===== src/design/bamfq_pkg.sv =====
// Shared types, codes and constants of the record-to-FASTQ formatter.
// No dependencies; used by every module of the block but bamfq_ram.
`default_nettype none

package bamfq_pkg;

  // Item operation codes (input tuser)
  localparam logic [1:0] OP_START = 2'd0;
  localparam logic [1:0] OP_NAME  = 2'd1;
  localparam logic [1:0] OP_BASE  = 2'd2;
  localparam logic [1:0] OP_TICK  = 2'd3;

  // Configuration register indexes
  localparam logic [1:0] REG_SKIP_MASK    = 2'd0;
  localparam logic [1:0] REG_REVERSE_MASK = 2'd1;
  localparam logic [1:0] REG_QUAL_OFFSET  = 2'd2;

  localparam logic [15:0] SKIP_MASK_RST    = 16'd2048;
  localparam logic [15:0] REVERSE_MASK_RST = 16'd16;
  localparam logic [7:0]  QUAL_OFFSET_RST  = 8'd33;

  // Text characters
  localparam logic [7:0] CH_AT   = 8'd64;
  localparam logic [7:0] CH_NL   = 8'd10;
  localparam logic [7:0] CH_PLUS = 8'd43;
  localparam logic [7:0] CH_NUL  = 8'd0;
  localparam logic [7:0] CH_A    = 8'd65;
  localparam logic [7:0] CH_C    = 8'd67;
  localparam logic [7:0] CH_G    = 8'd71;
  localparam logic [7:0] CH_T    = 8'd84;
  localparam logic [7:0] CH_N    = 8'd78;

  // Nucleotide codes
  localparam logic [3:0] NT_A = 4'd1;
  localparam logic [3:0] NT_C = 4'd2;
  localparam logic [3:0] NT_G = 4'd4;
  localparam logic [3:0] NT_T = 4'd8;
  localparam logic [3:0] NT_N = 4'd15;

  // Record counters hold lengths up to 65536
  localparam int CNT_W = 17;

  // Queue between front and back
  localparam int QDEPTH = 4;
  localparam int QAW    = 2;
  localparam int QCNT_W = 3;

  localparam int S_TDATA_W = 56;
  localparam int M_TDATA_W = 8;

  // One resolved queue entry; pair adds a trailing newline result
  typedef struct packed {
    logic [7:0] txt;
    logic       done;
    logic       err;
    logic       pair;
  } entry_t;

  // Base code to ASCII, complemented when rev is set; unknown codes give NUL
  function automatic logic [7:0] map_base(input logic [3:0] code, input logic rev);
    logic [7:0] ch;
    ch = CH_NUL;
    case (code)
      NT_A:    ch = rev ? CH_T : CH_A;
      NT_C:    ch = rev ? CH_G : CH_C;
      NT_G:    ch = rev ? CH_C : CH_G;
      NT_T:    ch = rev ? CH_A : CH_T;
      NT_N:    ch = CH_N;
      default: ch = CH_NUL;
    endcase
    return ch;
  endfunction

endpackage

`default_nettype wire


===== src/design/bamfq_back.sv =====
// Back part: expands queue entries into result items and holds the
// output register. Uses bamfq_pkg.
`default_nettype none

module bamfq_back (
  input  wire logic                         clk_i,
  input  wire logic                         rst_ni,
  input  wire bamfq_pkg::entry_t            head_i,
  input  wire logic [bamfq_pkg::QCNT_W-1:0] count_i,
  output logic                              pop_o,
  output logic                              out_valid_o,
  input  wire logic                         out_ready_i,
  output logic [7:0]                        out_txt_o,
  output logic                              out_done_o,
  output logic                              out_err_o,
  output logic                              out_last_o
);

  logic       out_valid_q, pend_nl_q;
  logic [7:0] txt_q;
  logic       done_q, err_q, last_q;
  logic       take;

  assign take  = !out_valid_q || out_ready_i;
  assign pop_o = take && !pend_nl_q && (count_i != '0);

  // Output register; a pending newline goes out before the next entry
  always_ff @(posedge clk_i or negedge rst_ni) begin
    if (!rst_ni) begin
      out_valid_q <= 1'b0;
      pend_nl_q   <= 1'b0;
      txt_q       <= bamfq_pkg::CH_NUL;
      done_q      <= 1'b0;
      err_q       <= 1'b0;
      last_q      <= 1'b0;
    end else if (take) begin
      if (pend_nl_q) begin
        out_valid_q <= 1'b1;
        pend_nl_q   <= 1'b0;
        txt_q       <= bamfq_pkg::CH_NL;
        done_q      <= 1'b0;
        err_q       <= 1'b0;
        last_q      <= 1'b1;
      end else if (pop_o) begin
        out_valid_q <= 1'b1;
        pend_nl_q   <= head_i.pair;
        txt_q       <= head_i.txt;
        done_q      <= head_i.done;
        err_q       <= head_i.err;
        last_q      <= !head_i.pair;
      end else begin
        out_valid_q <= 1'b0;
      end
    end
  end

  assign out_valid_o = out_valid_q;
  assign out_txt_o   = txt_q;
  assign out_done_o  = done_q;
  assign out_err_o   = err_q;
  assign out_last_o  = last_q;

  a_pend_has_first: assert property (@(posedge clk_i) disable iff (!rst_ni)
    pend_nl_q |-> (out_valid_q && !last_q))
    else $error("newline pending without its first result");

endmodule

`default_nettype wire

===== config.mk =====
export PLATFORM = sky130hd
export DESIGN_NAME = bamfq_back
export DESIGN_NICKNAME = d
export VERILOG_FILES = /design/src/design/bamfq_pkg.sv /design/src/design/bamfq_back.sv
export SDC_FILE = /design/constraint.sdc
export NUM_CORES = 1
export LEC_CHECK = 0
export BUFFER_PORTS_ARGS = -buffer_cell sky130_fd_sc_hd__buf_2
export CAP_MARGIN = 10
export CORE_MARGIN = 5
export CORE_UTILIZATION = 40
export DETAILED_ROUTE_END_ITERATION = 16
export PLACE_DENSITY = 0.81
export SLEW_MARGIN = 20
export SYNTH_ARGS = -nofsm -noshare
export SYNTH_HDL_FRONTEND = slang
export SYNTH_SLANG_ARGS = --single-unit

===== constraint.sdc =====
create_clock -name clk_i -period 3.2 [get_ports clk_i]
set_input_delay 0.64 -clock clk_i [delete_from_list [all_inputs] [get_ports clk_i]]
set_output_delay 0.64 -clock clk_i [all_outputs]
set_load 0.02 [all_outputs]

Word-level counts from Yosys, hierarchy flattened --
Cells that the tools add are included. Widths: inputs -> output; s select.
Word-level totals: output and inout port bits 13, input port bits 17, register bits after elaboration 13, word-level logic and storage cells 27
Cells by class: reduce and logical (&&, ||, !) cells 9, muxes and demuxes 12
Operators by type and width (count):
- $mux 8 | 2
- $mux 1 | 10
- $logic_not 1->1 | 3
- $reduce_bool 3->1 | 1
- $logic_and 1x1->1 | 2
- $reduce_and 2->1 | 1
- $reduce_bool 2->1 | 1
- $logic_or 1x1->1 | 1

Depth between registers and ports, before layout --
depth in word-level cells 6, mapped depth 4, mapped depth without buffers 3

Worst setup path after synthesis --
Ideal clock, no wire load.
kind input -> output, start in count_i[0] (netlist bit), end out pop_o, slack 1.454 ns, buffers on the path 1, arrival 1.106 ns, required time 2.560 ns, stages on the path 3, cell sequence nor3_2 nor3_2 buf_4
Between the ends: word-level cells in the longest chain between the ends 2
RTL lines:
- from (decl) | line bamfq_back.sv:9 | input wire logic [bamfq_pkg::QCNT_W-1:0] count_i,
- $reduce_bool 3->1 | line bamfq_back.sv:25 | assign pop_o = take && !pend_nl_q && (count_i != '0);
- $logic_and 1x1->1 | line bamfq_back.sv:25
- to (decl) | line bamfq_back.sv:10 | output logic pop_o,
No other way between the ends.

Worst setup path after layout --
Same ends and word-level chain as after synthesis.

==> metrics.md <==
| Metric | Value |
|---|---|
| Post-Syn Nets | 53 |
| Worst IR drop on VDD | 292 uV |
| Final Skew | 0.00500 ns |
| Slowest CP cell | nor3_2 |
| Clk Latency, worst-skew pair | 0.27 ns |
| Setup TNS | 0 ns |
| Number of core rows | 13 |
| ANT nets after route | 0 |
| Fill count | 115 |
| Slowest stage delay, CP | 0.60 ns |
| Critical path buffers and inverters | 2 |
| Top cells by count, synth | dfrtp_1 (13), a22o_2 (9), a2bb2oi_1 (3), inv_1 (2), nor3_2 (2) |
| Gpl congestion | 0.707 |
| Global-route wire length before repair | 1.86 mm |
| Area share of the largest cell type after synthesis | 61.8% |
| Min Tclk post-route | 2.33 ns |
| Hold/Removal Path Class | input port to asynchronous set/reset pin |
| Critical path depth | 4 |
| Crit path max-delay family | simple AND/OR/NAND/NOR gates |
| Worst relative slew slack | 50.2% |
| Max Clock Freq | 430 MHz |
| Initial DRT Pass Iterations | 4 |
| Initial Utilization | 41.5% |
| Layout cells sized above 1 | 67.2% |
| TritonCTS Buffers | 3 |
| Ports | 30 |
| IO buf count | 29 |
| CTS Root Cell | clkbuf_4 |
| GRT Total Usage | 12.3% |
| Hold buffers post-CTS | 0 |
| Post-CTS Setup Bufs | 0 |
| CTS tree | built |
| Via density | 4.90 |
| Largest net degree at the start of global routing | 14 |
| Vias in the first global route | 449 |
| Unrepaired setup endpoints after global routing | false |
| Max Cap Viol | 0 |
| Syn Area/Cell | 14.6 sq um |
| Final setup margin | 0.874 ns |
| Crit end category | output port |
| Critical Path Fanout Max | 13 |
| # diodes | 0 |
| H-Tree Depth | 1 |
| Startpoint types | input port |
| DR DRC count | 0 |
| Post-synthesis sequential area ratio | 61.8% |
| Clock Sinks | 13 |
| Worst r2r path cells | 3 |
| Chip width | 46.3 um |
| Netlist cell types | 12 |
| Die ar. | 0.00214 sq mm |
| Slew Limit Fails | 0 |
| Async SR Flop Fraction | 100% |
| Pre-CTS setup slack | 0.888 ns |
| Count leader, synth | dfrtp_1 |
| WP data required | 2.56 ns |
| Initial antenna violation count | 0 |
| PostCTS Resize Cnt | 0 |
| Tcrit/Tclk final | 72.7% |
| Total number of vias | 402 |
| Cell count after synthesis | 36 |
| Reg2reg start | out_valid_o |
| Number of synthesized flops with an enable pin | 0 |
| Grt total ovfl | 0 |
| CP Data Arrival Time | 1.69 ns |
| Status | complete, no violations |
| Worst-Margin Slew | 0.742 ns |
| Buffer depth of the longest clock path | 2 |
| Final setup violating endpoints | 0 |
| Layout Area Growth over Synthesis | 32.5% |
| Register clock-pin slew on the reported worst setup and hold paths | 0.08 ns |
| Reg2reg setup slack | 1.76 ns |
| DP Wirelength | 859 um |
| Cell-by-cell trace of the critical path | buf_2 > nor3_2 > nor3_2 > buf_2 |
| Seq cells post-synth | 13 |
| Hold Vio Cnt, Final | 0 |
| Hold_ws | 0.235 ns |
| Ys Warns | 0 |
| Top cells by area, synth | dfrtp_1 (62%), a22o_2 (17%), a2bb2oi_1 (5.0%), nor3_2 (3.8%), nor4_2 (2.4%) |
| Power Density | 571 mW/mm^2 |
| Worst reg2reg path endpoint | out_txt_o[7] |
| Power Total | 0.399 mW |
| Final Net Count | 85 |
| Ys flop type | dfrtp_1 |
| Pleak | 0.362 nW |
| Core box area | 0.00127 sq mm |
| Synth area leader | dfrtp_1 |
| Die height | 46.3 um |
| CP Class | input port to output port |
| Area of the mapped netlist | 527 sq um |
| Initial DRC Count | 8 |
| DR WL/cell | 13.3 um |
| Final WL | 1.09 mm |
## final cells by class
| cell class | count | area [sq um] | share of cell area, % |
|---|---|---|---|
| Multi-Input combinational cell | 19 | 175 | 25.1 |
| Tap cell | 15 | 18.8 | 2.69 |
| Inverter | 2 | 7.51 | 1.08 |
| Sequential cell | 13 | 325 | 46.6 |
| Timing Repair Buffer | 29 | 145 | 20.8 |
| Clock buffer | 4 | 26.3 | 3.76 |
## cells in the final DEF (no fill, tap or decap)
cell type,n
clkbuf_4,3
or2_1,1
a22o_2,9
nor4_2,1
a2bb2oi_1,3
clkbuf_1,1
nor3_2,2
nor2_1,1
dfrtp_1,13
or2b_1,1
nor2b_2,1
inv_1,2
buf_2,29
## per-stage QoR
stage	util [%]	area, sq um	cells
2_1_floorplan	-	527	36
3_3_place_gp	53.0	672	78
3_5_place_dp	53.0	672	78
4_1_cts	55.0	698	82
5_1_grt	55.0	698	82
6_report	55.0	698	82
## registers in the layout, indices dropped and copies added (netlist names)
signal,cells
out_err_o,1
out_valid_o,1
out_done_o,1
out_txt_o,8
out_last_o,1
pend_nl_q,1
## worst reg2reg max path: stages (launching register included)
cell	delay, ns
dfrtp_1	0.37
nor2b_2	0.18
nor3_2	0.57
a22o_2	0.27
## metal layers
layer  up-vias  share of wire, %  track usage [%]
met5         -                 0                0
met4         0               1.7             6.82
met3         2               7.2             3.13
met2        16                48             17.3
met1       189                43             17.1
li1        195                 -                -
## where the power goes
| part | switching (mW) | internal [mW] |
|---|---|---|
| logic | 0.0575 | 0.0445 |
| registers | 0.0121 | 0.186 |
| clock network | 0.0508 | 0.0483 |
| total | 0.120 | 0.278 |
## cell families after synthesis
family                 after synthesis  synth area share, %
flip-flops                          13                 61.8
AO/OA/AOI/OAI                       12                 22.1
buffers and inverters                4                 4.99
AND/OR/NAND/NOR                      7                 11.2
## how the worst max path moves through the flow
stage                 from  endpoint
6_report        count_i[0]     pop_o
4_1_cts        out_valid_o     pop_o
3_5_place_dp    count_i[0]     pop_o
5_1_grt        out_valid_o     pop_o
3_3_place_gp    count_i[0]     pop_o
2_1_floorplan   count_i[0]     pop_o
No activity file was read; power rests on OpenSTA's default activity.
