==> config.mk <==
export PLATFORM = sky130hd
export DESIGN_NAME = bamfq_queue
export DESIGN_NICKNAME = d
export VERILOG_FILES = /design/src/design/bamfq_pkg.sv /design/src/design/bamfq_queue.sv
export SDC_FILE = /design/constraint.sdc
export NUM_CORES = 1
export LEC_CHECK = 0
export BUFFER_PORTS_ARGS = -buffer_cell sky130_fd_sc_hd__buf_4
export CAP_MARGIN = 10
export CORE_UTILIZATION = 50
export DETAILED_ROUTE_END_ITERATION = 7
export PLACE_DENSITY = 0.74
export SETUP_SLACK_MARGIN = 0.02
export SLEW_MARGIN = 5
export SYNTH_ARGS = -nofsm -noshare
export SYNTH_HDL_FRONTEND = slang
export SYNTH_SLANG_ARGS = --single-unit
export TNS_END_PERCENT = 1
==> constraint.sdc <==
create_clock -name clk_i -period 1.35 [get_ports clk_i]
set_input_delay 0.27 -clock clk_i [delete_from_list [all_inputs] [get_ports clk_i]]
set_output_delay 0.27 -clock clk_i [all_outputs]
set_load 0.01 [all_outputs]
==> src/design/bamfq_pkg.sv <==
// Shared types, codes and constants of the record-to-FASTQ formatter.
// No dependencies; used by every module of the block but bamfq_ram.
`default_nettype none

package bamfq_pkg;

  // Item operation codes (input tuser)
  localparam logic [1:0] OP_START = 2'd0;
  localparam logic [1:0] OP_NAME  = 2'd1;
  localparam logic [1:0] OP_BASE  = 2'd2;
  localparam logic [1:0] OP_TICK  = 2'd3;

  // Configuration register indexes
  localparam logic [1:0] REG_SKIP_MASK    = 2'd0;
  localparam logic [1:0] REG_REVERSE_MASK = 2'd1;
  localparam logic [1:0] REG_QUAL_OFFSET  = 2'd2;

  localparam logic [15:0] SKIP_MASK_RST    = 16'd2048;
  localparam logic [15:0] REVERSE_MASK_RST = 16'd16;
  localparam logic [7:0]  QUAL_OFFSET_RST  = 8'd33;

  // Text characters
  localparam logic [7:0] CH_AT   = 8'd64;
  localparam logic [7:0] CH_NL   = 8'd10;
  localparam logic [7:0] CH_PLUS = 8'd43;
  localparam logic [7:0] CH_NUL  = 8'd0;
  localparam logic [7:0] CH_A    = 8'd65;
  localparam logic [7:0] CH_C    = 8'd67;
  localparam logic [7:0] CH_G    = 8'd71;
  localparam logic [7:0] CH_T    = 8'd84;
  localparam logic [7:0] CH_N    = 8'd78;

  // Nucleotide codes
  localparam logic [3:0] NT_A = 4'd1;
  localparam logic [3:0] NT_C = 4'd2;
  localparam logic [3:0] NT_G = 4'd4;
  localparam logic [3:0] NT_T = 4'd8;
  localparam logic [3:0] NT_N = 4'd15;

  // Record counters hold lengths up to 65536
  localparam int CNT_W = 17;

  // Queue between front and back
  localparam int QDEPTH = 4;
  localparam int QAW    = 2;
  localparam int QCNT_W = 3;

  localparam int S_TDATA_W = 56;
  localparam int M_TDATA_W = 8;

  // One resolved queue entry; pair adds a trailing newline result
  typedef struct packed {
    logic [7:0] txt;
    logic       done;
    logic       err;
    logic       pair;
  } entry_t;

  // Base code to ASCII, complemented when rev is set; unknown codes give NUL
  function automatic logic [7:0] map_base(input logic [3:0] code, input logic rev);
    logic [7:0] ch;
    ch = CH_NUL;
    case (code)
      NT_A:    ch = rev ? CH_T : CH_A;
      NT_C:    ch = rev ? CH_G : CH_C;
      NT_G:    ch = rev ? CH_C : CH_G;
      NT_T:    ch = rev ? CH_A : CH_T;
      NT_N:    ch = CH_N;
      default: ch = CH_NUL;
    endcase
    return ch;
  endfunction

endpackage

`default_nettype wire

==> src/design/bamfq_queue.sv <==
// Short FIFO of resolved entries between the front and the back part.
// Uses bamfq_pkg.
`default_nettype none

module bamfq_queue (
  input  wire logic                         clk_i,
  input  wire logic                         rst_ni,
  input  wire logic                         push_i,
  input  wire bamfq_pkg::entry_t            push_entry_i,
  input  wire logic                         pop_i,
  output bamfq_pkg::entry_t                 head_o,
  output logic [bamfq_pkg::QCNT_W-1:0]      count_o
);

  bamfq_pkg::entry_t entry_q [bamfq_pkg::QDEPTH];
  logic [bamfq_pkg::QAW-1:0]    wptr_q, rptr_q;
  logic [bamfq_pkg::QCNT_W-1:0] count_q;

  // Storage
  always_ff @(posedge clk_i) begin
    if (push_i) begin
      entry_q[wptr_q] <= push_entry_i;
    end
  end

  // Pointers and fill level
  always_ff @(posedge clk_i or negedge rst_ni) begin
    if (!rst_ni) begin
      wptr_q  <= '0;
      rptr_q  <= '0;
      count_q <= '0;
    end else begin
      if (push_i) begin
        wptr_q <= wptr_q + 1'b1;
      end
      if (pop_i) begin
        rptr_q <= rptr_q + 1'b1;
      end
      case ({push_i, pop_i})
        2'b10:   count_q <= count_q + 1'b1;
        2'b01:   count_q <= count_q - 1'b1;
        default: count_q <= count_q;
      endcase
    end
  end

  assign head_o  = entry_q[rptr_q];
  assign count_o = count_q;

  a_no_overflow: assert property (@(posedge clk_i) disable iff (!rst_ni)
    push_i |-> (count_q < bamfq_pkg::QCNT_W'(bamfq_pkg::QDEPTH) || pop_i))
    else $error("queue overflow");

  a_no_underflow: assert property (@(posedge clk_i) disable iff (!rst_ni)
    pop_i |-> (count_q != '0))
    else $error("queue underflow");

endmodule

`default_nettype wire

Word-level counts from Yosys, hierarchy flattened
Memory sizes are Yosys's and may differ from the RTL's.
Index checks and enable logic that the tools add are counted.
{ "classes": {"addsub": 4, "eq_ne": 2, "n_mux": 3, "n_reduce_logical": 1} }
{ "ops": {"columns": ["op", "count"], "rows": [
  ["$pmux W3 S2", 1],
  ["$add A2 B1 Y2 const B", 2],
  ["$add A3 B1 Y3 const B", 1],
  ["$sub A3 B1 Y3 const B", 1],
  ["$eq A2 B1 Y1 const B", 1],
  ["$eq A2 B2 Y1 const B", 1],
  ["$mux W1", 2],
  ["$reduce_bool A2 Y1", 1]
]} }
{ "word_totals": {"reg_bits": 7, "ramBits": 44, "inputBits": 15, "output_inout_bits": 14, "word_cells": 14, "mem_count": 1} }
{ "mem_list": {"columns": ["name", "words", "word_bits", "read_ports", "rd_ports_with_merged_regs", "write_ports", "line", "rtl"], "rows": [
  ["entry_q", 4, 11, 1, 0, 1, "bamfq_queue.sv:15", "bamfq_pkg::entry_t entry_q [bamfq_pkg::QDEPTH];"]
]} }

Longest topological paths before layout
Gate-level depths: netlist of run 1.
{ "logic_depth": {"word_depth": 2, "ltp_mapped": 7, "mapped_depth_nobuf": 7} }

Worst setup path before layout of run 1
Ideal clock, no wire load.
{ "synth_timing": {"kind": "flip-flop to output port", "from": "register rptr_q[0] (netlist name)", "to": "output head_o[2] (netlist name)", "t_arrival_ps": 1119, "required_time_ps": 1080, "slack_ps": -39, "stages_incl_launch_ff": 3, "n_path_buf": 1, "cell_sequence": "dfrtp_1 > buf_6 > mux4_2"} }
{ "synth_lines": {"columns": ["item", "line", "rtl"], "rows": [
  ["start: declaration", "bamfq_queue.sv:16", "logic [bamfq_pkg::QAW-1:0] wptr_q, rptr_q;"],
  ["start signal: assignment", "bamfq_queue.sv:37", "rptr_q <= rptr_q + 1'b1;"],
  ["end: declaration", "bamfq_queue.sv:11", "output bamfq_pkg::entry_t head_o,"]
]} }

==> results of run 1 <==
## power breakdown
group / internal [mW] / switching, mW
Sequential: 2.10 / 0.137
Clock: 0.552 / 0.491
Combinational: 1.24 / 0.891
## Yosys cell counts
master / count
nor2_1: 1
inv_1: 6
and2_1: 4
mux4_2: 8
fa_1: 1
ha_1: 5
buf_2: 1
o21ai_0: 1
buf_6: 1
mux2i_1: 1
xnor2_1: 2
dfrtp_1: 7
xor2_1: 4
edfxtp_1: 44
mux4_1: 3
nand2_1: 2
## repair_timing
item	CTS	global route
endpoints found under the setup margin	56	45
pin swaps	1	0
cloned	0	0
hold buffers	1	0
gates resized for setup	21	2
endpoints found under the hold margin	7	0
## logic make-up after synthesis
group,Yosys count
AO/OA/AOI/OAI,1
XOR/XNOR,6
adder cells (fa/ha/maj),6
buffers and inverters,8
flip-flops,51
multiplexers,12
AND/OR/NAND/NOR,7
## worst max-delay path, cell delays in order (launching register included)
cell and delay, ps:
dfrtp_2 430, buf_6 150, mux4_2 530, buf_6 140
## per-layer routing
metal,part of all wire,global-route usage
met1,0.39,0.199
met3,0.035,0.0405
met5,0,0
met4,0.026,0.108
met2,0.55,0.315
## worst paths after layout
kind	start	to	slack [ps]	cells past startpoint
worst max-delay path	rptr_q[0]$_DFFE_PN0P_	head_o[6]	-480	3
worst min-delay path	push_entry_i[1]	entry_q[1][1]$_DFFE_PP_	160	1
worst max register to register	count_o[1]$_DFFE_PN0P_	count_o[2]$_DFFE_PN0P_	10	5
worst min register to register	count_o[2]$_DFFE_PN0P_	count_o[2]$_DFFE_PN0P_	510	1
max in group asynchronous	rst_ni	rptr_q[0]$_DFFE_PN0P_	890	2
min in group asynchronous	rst_ni	wptr_q[0]$_DFFE_PN0P_	310	2
## flip-flops by register name, summed over array words and instances (netlist names)
name and count:
entry_q 44, rptr_q 2, wptr_q 2, count_o 3
## per-stage QoR
step                TNS [ps]  setup WS, ps  instances  instance area (um2)  hold slack (ps)
floorplan               -325         -39.1         91                 1980            -25.6
global placement       -1720          -165        181                 2380             89.3
detailed placement     -2430          -227        181                 2380             93.5
CTS                    -4930          -469        190                 2550              157
global route           -5490          -532        190                 2560              150
finish                 -4930          -480        190                 2560              160
## cells in the final DEF, fill, tap and decap left out
master and count:
edfxtp_1 44, and2_2 1, nor2_1 1, clkinv_4 1, clkbuf_8 5, buf_6 14, fa_2 1, dfrtp_2 1
buf_12 2, inv_2 2, mux2i_1 1, buf_4 28, inv_1 4, clkinv_2 1, xor2_1 4, and2_1 1
xnor2_1 2, ha_1 5, dfrtp_1 6, o21ai_0 1, mux4_2 10, and2_4 2, mux4_1 1, bufinv_16 1
dlygate4sd3_1 1, nand2_1 2
## area by class of cell
| class | count | area share |
|---|---|---|
| clock buffers | 5 | 0.0269 |
| clock inverters | 3 | 0.0171 |
| inverters | 6 | 0.00881 |
| multi-input cells | 32 | 0.175 |
| flip-flops and latches | 51 | 0.586 |
| well taps | 48 | 0.0235 |
| repair buffers | 45 | 0.163 |
==> results by group, run 1 <==
Outcome
  • Status: complete, but fails checks
  • Violated checks: negative setup slack

Synthesis
  • Post-Synth XOR/XNOR Area: 0.0265
  • Post-synthesis sequential area ratio: 0.756
  • Area share of the largest cell type after synthesis: 0.667
  • Cell taking the most area after synthesis: edfxtp_1
  • Post-Synth Adder-Cell Area: 0.0417
  • Post-synthesis area per instance: 21.8 um2
  • Syn Nets: 112
  • Synth Register Bits: 51
  • Yosys warning total: 0
  • Main combinational cell family by area after synthesis: multiplexers
  • Post-synthesis mux area share: 0.136
  • Post-Syn Area: 1980 um2
  • Largest cells by area after synthesis: edfxtp_1 67%, mux4_2 9.1%, dfrtp_1 8.8%
  • Cell count after synthesis: 91
  • Netlist cell types: 16
  • Post-Synth Simple-Gate Area: 0.0183
  • Synth Area in Compound Gates: 0.00253

STA
  • Fmax: 546 MHz
  • Max Slew Vio Count: 0
  • Worst rel slew slack: 0.794
  • Worst Max-Slew Pin Slew: 309 ps
  • RSZ-0062 raised after global routing: true
  • Final Cycle Share: 1.36
  • Final setup fails: 11
  • Setup WS post-layout: -480 ps
  • Fin crit period: 1830 ps
  • Final Hold Vio Count: 0
  • Worst Skew: 6.99 ps

Floorplan
  • Die W: 64.9 um
  • Initial core utilization: 0.529
  • Die Height: 64.9 um
  • DIE AREA: 4220 um2
  • I/O pins: 29
  • Site Rows: 22
  • Core area: 3740 um2

Global route
  • Largest net degree at the start of global routing: 17
  • GRT overflow: 0
  • Global-route wire length before repair: 5150 um
  • Initial antenna violation count: 0
  • All-layer global routing usage: 0.180
  • Number of global-route vias before repair: 1082

Drt
  • Post-Route WL: 3210 um
  • Post-DRT Antenna Nets: 0
  • DRT Pass-1 Iters: 4
  • Wire length per cell: 16.9 um
  • DR iter-0 viols: 57
  • Vias per cell: 5.12
  • DRC viols: 0
  • Routed vias: 973

Setup path
  • WS Path Type: reg -> out
  • Crit-path max FO: 4
  • Critical Path Sink Type: primary output
  • CP Data Arrival Time: 1560 ps
  • Required time of the critical path: 1080 ps
  • Critical Path Start Type: register

Layout
  • Reg area: 1500 um2
  • Area of the multi-input gates: 447 um2
  • Post-Route Utilization: 0.683
  • Nets@finish: 162
  • Fill cells: 244
  • Share of cells above drive strength 1: 0.486
  • # diodes: 0
  • Area Growth Syn to Fin: 29.1%

Placed design
  • DP Wirelength: 2230 um
  • Routability cong.: 0.682
  • I/O Buffers: 28

Job
  • Total of max-cap violations: 0

Clock tree
  • Max Buffers Root-to-Sink: 2
  • CTS tree: built
  • Worst-path clk slew: 90 ps
  • TritonCTS buffer count: 5
  • H-tree levels: 2
  • CTS sink count: 51
  • Root Driver: clkbuf_8
  • Postcts setup bufs: 0
  • Worst-Skew Late Latency: 310 ps

Power
  • Peak VDD IR: 1050 uV
  • P per Cell Area: 2120 nW/um2
  • Leak pwr: 0.983 nW
  • Total power: 5.41 mW

Worst hold path
  • Hold Path Class: in -> reg
Power figures use the tool's default switching activity.
==> inputs of run 2 (changes only) <==
MAX_ROUTING_LAYER = met4   (was default)
PLACE_DENSITY = 0.8   (was 0.74)
==> run 2 against run 1 <==
Largest cell class unchanged. Fmax grew 3.0%. Non-clock buffer count grew 1. First-iteration DRC count shrank 19%. Final cell count grew 0.53%. Hold slack gained 8.7 ps. Sequential share of layout area grew 0.30 points. The run still ends with negative setup slack left. Critical path depth is the same. Via count shrank 2.1%. Sequential power is essentially flat.
==> results by group, run 2 (synthesis results as in run 1) <==
Outcome
  • Status: complete, but fails checks
  • Violated checks: negative setup slack

Layout
  • Area Growth Syn to Fin: 28.4%
  • Nets@finish: 163
  • Area of the multi-input gates: 440 um2
  • Post-route cell area: 2540 um2
  • Most common cell after layout, fill and taps aside: edfxtp_1
  • Most flop-heavy register: entry_q
  • # diodes: 0
  • Reg area: 1500 um2
  • Share of cells above drive strength 1: 0.462
  • Fill cells: 265
  • Post-Route Utilization: 0.679
  • Most frequent cells in the layout: 44 x edfxtp_1, 29 x buf_4, 15 x buf_6
  • Final Instance Count excl. Fillers: 191
  • Max reg flops: 44

Placed design
  • I/O Buffers: 28
  • Post-DP Area: 2370 um2
  • DP Wirelength: 2200 um
  • Setup WS pre-CTS: -204 ps
  • Routability cong.: 0.674
  • Post-placement cell count: 181

Power
  • Leak pwr: 0.979 nW
  • P per Cell Area: 2100 nW/um2
  • Switching power share of the total: 0.272
  • Peak VDD IR: 1060 uV
  • Combinational share of power: 0.395
  • Internal Power: 3.89 mW
  • Clk pwr share: 0.189
  • Sequential share of power: 0.416
  • Total power: 5.34 mW
  • Switching power of the nets: 1.45 mW

STA
  • Final Hold Vio Count: 0
  • Worst rel slew slack: 0.796
  • Worst Max-Slew Pin Slew: 306 ps
  • Worst hold slack: 169 ps
  • Fin crit period: 1780 ps
  • Worst Skew: 2.43 ps
  • RSZ-0062 raised after global routing: true
  • Max Slew Vio Count: 0
  • Final setup fails: 12
  • Setup WS post-layout: -426 ps
  • Final Cycle Share: 1.32
  • Fmax: 563 MHz
  • Post-Route Setup TNS: -4560 ps

Floorplan
  • DIE AREA: 4220 um2
  • Core area: 3740 um2
  • Die Height: 64.9 um
  • Site Rows: 22
  • Initial core utilization: 0.529
  • Die W: 64.9 um
  • I/O pins: 29

Global route
  • All-layer global routing usage: 0.175
  • GRT overflow: 0
  • Largest net degree at the start of global routing: 16
  • Number of global-route vias before repair: 1026
  • Global-route wire length before repair: 4970 um
  • Initial antenna violation count: 0

Clock tree
  • Max Buffers Root-to-Sink: 2
  • H-tree levels: 2
  • Root Driver: clkbuf_8
  • TritonCTS buffer count: 5
  • CTS tree: built
  • CTS sink count: 51
  • Worst-path clk slew: 80 ps
  • Worst-Skew Late Latency: 300 ps

Drt
  • Routed vias: 953
  • DRC viols: 0
  • Vias per cell: 4.99
  • DRT Pass-1 Iters: 4
  • DR iter-0 viols: 46
  • Post-DRT Antenna Nets: 0
  • Wire length per cell: 15.8 um
  • Post-Route WL: 3030 um

Setup path
  • Crit-path max FO: 5
  • WS Path Type: reg -> out
  • Critical Path Start Type: register
  • CP Data Arrival Time: 1510 ps
  • Required time of the critical path: 1080 ps
  • Critical Path Sink Type: primary output

Worst hold path
  • Hold Path Class: in -> reg

Job
  • Total of max-cap violations: 0
run 2: cell count changes in the layout (fill, tap and decap cells not counted), sizes merged:
cell    change
buf         +1
clkbuf      +2
clkinv      -2
run 2: final timing paths:
kind	from	end	slack, ps	cells past startpoint
max	rptr_q[0]$_DFFE_PN0P_	head_o[8]	-430	3
min	push_entry_i[7]	entry_q[2][7]$_DFFE_PP_	170	1
max reg2reg	count_o[1]$_DFFE_PN0P_	count_o[2]$_DFFE_PN0P_	-10	5
min reg2reg	count_o[2]$_DFFE_PN0P_	count_o[2]$_DFFE_PN0P_	490	1
max in group asynchronous	rst_ni	rptr_q[1]$_DFFE_PN0P_	900	2
min in group asynchronous	rst_ni	count_o[0]$_DFFE_PN0P_	320	2
run 2: final cells by class:
class | count | share of cell area
flip-flops and latches | 51 | 0.589
multi-input cells | 32 | 0.173
repair buffers | 46 | 0.164
clock buffers | 7 | 0.0300
well taps | 48 | 0.0236
clock inverters | 1 | 0.0118
inverters | 6 | 0.00886
run 2: critical path: stages (launching register included):
cell and delay [ps]:
dfrtp_1 410, buf_6 150, mux4_2 510, buf_6 140
run 2: repair_timing:
action,4_1_cts,5_1_grt
gates resized for setup,21,1
setup buffers,1,0
pin swaps,1,0
hold buffers,1,0
endpoints found under the hold margin,7,0
setup endpoints to repair,45,41
run 2: power groups by stage:
| stage | Clock, mW | Sequential [mW] | Combinational (mW) |
|---|---|---|---|
| global placement | 0 | 2.23 | 1.83 |
| detailed placement | 0 | 2.26 | 1.89 |
| floorplan | 0 | 2.27 | 0.969 |
| finish | 1.01 | 2.22 | 2.11 |
| CTS | 1.04 | 2.23 | 2.14 |
| global route | 1.08 | 2.25 | 2.29 |
run 2: layer usage:
layer / vias up / GRT usage / part of all wire
met3: 4 / 0.0423 / 0.032
met1: 476 / 0.210 / 0.42
met4: 0 / 0.0750 / 0.015
met2: 23 / 0.283 / 0.54
li1: 450 / - / -
met5: - / - / 0
==> inputs of run 3 (changes only) <==
PLACE_DENSITY = 0.74   (was 0.8)
==> run 3 against run 2 <==
The flow still finishes with violations (negative setup slack). Count of clock-buffer cells in the layout decreased by 2. Non-clock buffer count decreased by 1. Clock skew increased by 4.6 ps. Combinational power about the same. Critical path depth unchanged. Core utilization increased by 0.40 points. Sequential share of layout area decreased by 0.30 points. Clock power about the same. Cell area increased by 0.59%. First-iteration DRC count increased by 22%. Global-route usage increased by 1.1 points. Critical endpoint is now head_o[6]. Highest routed layer unchanged.
==> results by group, run 3 (synthesis results as in run 1) <==
Power
  • Switching power of the nets: 1.52 mW
  • Leak pwr: 0.983 nW
  • Peak VDD IR: 1050 uV
  • P per Cell Area: 2120 nW/um2
  • Combinational share of power: 0.394
  • Sequential share of power: 0.413
  • Switching power share of the total: 0.281
  • Internal Power: 3.89 mW
  • Clk pwr share: 0.193
  • Total power: 5.41 mW

STA
  • Final Hold Vio Count: 0
  • Fmax: 546 MHz
  • Setup WS post-layout: -480 ps
  • Final setup fails: 11
  • RSZ-0062 raised after global routing: true
  • Worst rel slew slack: 0.793
  • Max Slew Vio Count: 0
  • Worst Skew: 7.05 ps
  • Worst Max-Slew Pin Slew: 310 ps
  • Final Cycle Share: 1.36
  • Fin crit period: 1830 ps
  • Worst hold slack: 160 ps
  • Post-Route Setup TNS: -4930 ps

Layout
  • Most common cell after layout, fill and taps aside: edfxtp_1
  • Area of the multi-input gates: 447 um2
  • Fill cells: 244
  • Most flop-heavy register: entry_q
  • Post-Route Utilization: 0.683
  • Most frequent cells in the layout: 44 x edfxtp_1, 28 x buf_4, 14 x buf_6
  • Reg area: 1500 um2
  • Area Growth Syn to Fin: 29.1%
  • Max reg flops: 44
  • Post-route cell area: 2560 um2
  • Share of cells above drive strength 1: 0.486
  • Nets@finish: 162
  • # diodes: 0
  • Final Instance Count excl. Fillers: 190

Floorplan
  • I/O pins: 29
  • Die W: 64.9 um
  • Core area: 3740 um2
  • Site Rows: 22
  • Initial core utilization: 0.529
  • Die Height: 64.9 um
  • DIE AREA: 4220 um2

Placed design
  • Routability cong.: 0.689
  • Setup WS pre-CTS: -227 ps
  • DP Wirelength: 2230 um
  • Post-placement cell count: 181
  • I/O Buffers: 28
  • Post-DP Area: 2380 um2

Global route
  • Initial antenna violation count: 0
  • Number of global-route vias before repair: 1082
  • All-layer global routing usage: 0.186
  • Largest net degree at the start of global routing: 17
  • GRT overflow: 0
  • Global-route wire length before repair: 5150 um

Drt
  • Max Used Layer: met4
  • DRT Pass-1 Iters: 4
  • Metal-1 WL: 1250 um
  • Routed wl met3: 113 um
  • Post-DRT Antenna Nets: 0
  • Wire length per cell: 16.9 um
  • Routed vias: 976
  • Met2 WL: 1770 um
  • Vias per cell: 5.14
  • DR iter-0 viols: 56
  • DRC viols: 0
  • Post-Route WL: 3210 um

Clock tree
  • Worst-path clk slew: 90 ps
  • Worst-Skew Late Latency: 310 ps
  • Root Driver: clkbuf_8
  • CTS sink count: 51
  • CTS tree: built
  • H-tree levels: 2
  • Max Buffers Root-to-Sink: 2
  • TritonCTS buffer count: 5

Outcome
  • Status: complete, but fails checks
  • Violated checks: negative setup slack

Setup path
  • Crit-path max FO: 4
  • CP Data Arrival Time: 1560 ps
  • Critical Path Start Type: register
  • WS Path Type: reg -> out
  • Critical Path Sink Type: primary output
  • Required time of the critical path: 1080 ps

Worst hold path
  • Hold Path Class: in -> reg

Job
  • Total of max-cap violations: 0
run 3: power by group through the flow:
stage / sequential, mW / combinational, mW / clock (mW)
finish: 2.24 / 2.14 / 1.04
global route: 2.26 / 2.31 / 1.11
CTS: 2.24 / 2.15 / 1.05
detailed placement: 2.26 / 1.92 / 0
global placement: 2.22 / 1.88 / 0
floorplan: 2.27 / 0.969 / 0
run 3: area by class of cell:
class	instances	area share
Clock buffer	5	0.0269
Timing Repair Buffer	45	0.163
Multi-Input combinational cell	32	0.175
Sequential cell	51	0.586
Tap cell	48	0.0235
Clock inverter	3	0.0171
Inverter	6	0.00881
run 3: worst max-delay path: stages, from the launching register on:
cell and delay, ps:
dfrtp_2 430, buf_6 150, mux4_2 530, buf_6 140
run 3: what timing repair did:
action,CTS,global route
endpoints found under the hold margin,7,0
gates resized for setup,21,2
endpoints found under the setup margin,56,45
hold buffers,1,0
cloned,0,0
setup buffers,0,0
pin swaps,1,0
run 3: path summary, 6_finish.rpt:
check / from / to / slack [ps] / cells past startpoint
max: rptr_q[0]$_DFFE_PN0P_ / head_o[6] / -480 / 3
min: push_entry_i[1] / entry_q[1][1]$_DFFE_PP_ / 160 / 1
max reg2reg: count_o[1]$_DFFE_PN0P_ / count_o[2]$_DFFE_PN0P_ / 10 / 5
min reg2reg: count_o[2]$_DFFE_PN0P_ / count_o[2]$_DFFE_PN0P_ / 510 / 1
max in group asynchronous: rst_ni / rptr_q[0]$_DFFE_PN0P_ / 890 / 2
min in group asynchronous: rst_ni / wptr_q[0]$_DFFE_PN0P_ / 310 / 2
run 3: layer usage:
layer  global-route usage  vias up
li1                     -      449
met1                0.199      499
met2                0.315       19
met3               0.0405        9
met4                0.108        0
met5                    -        -
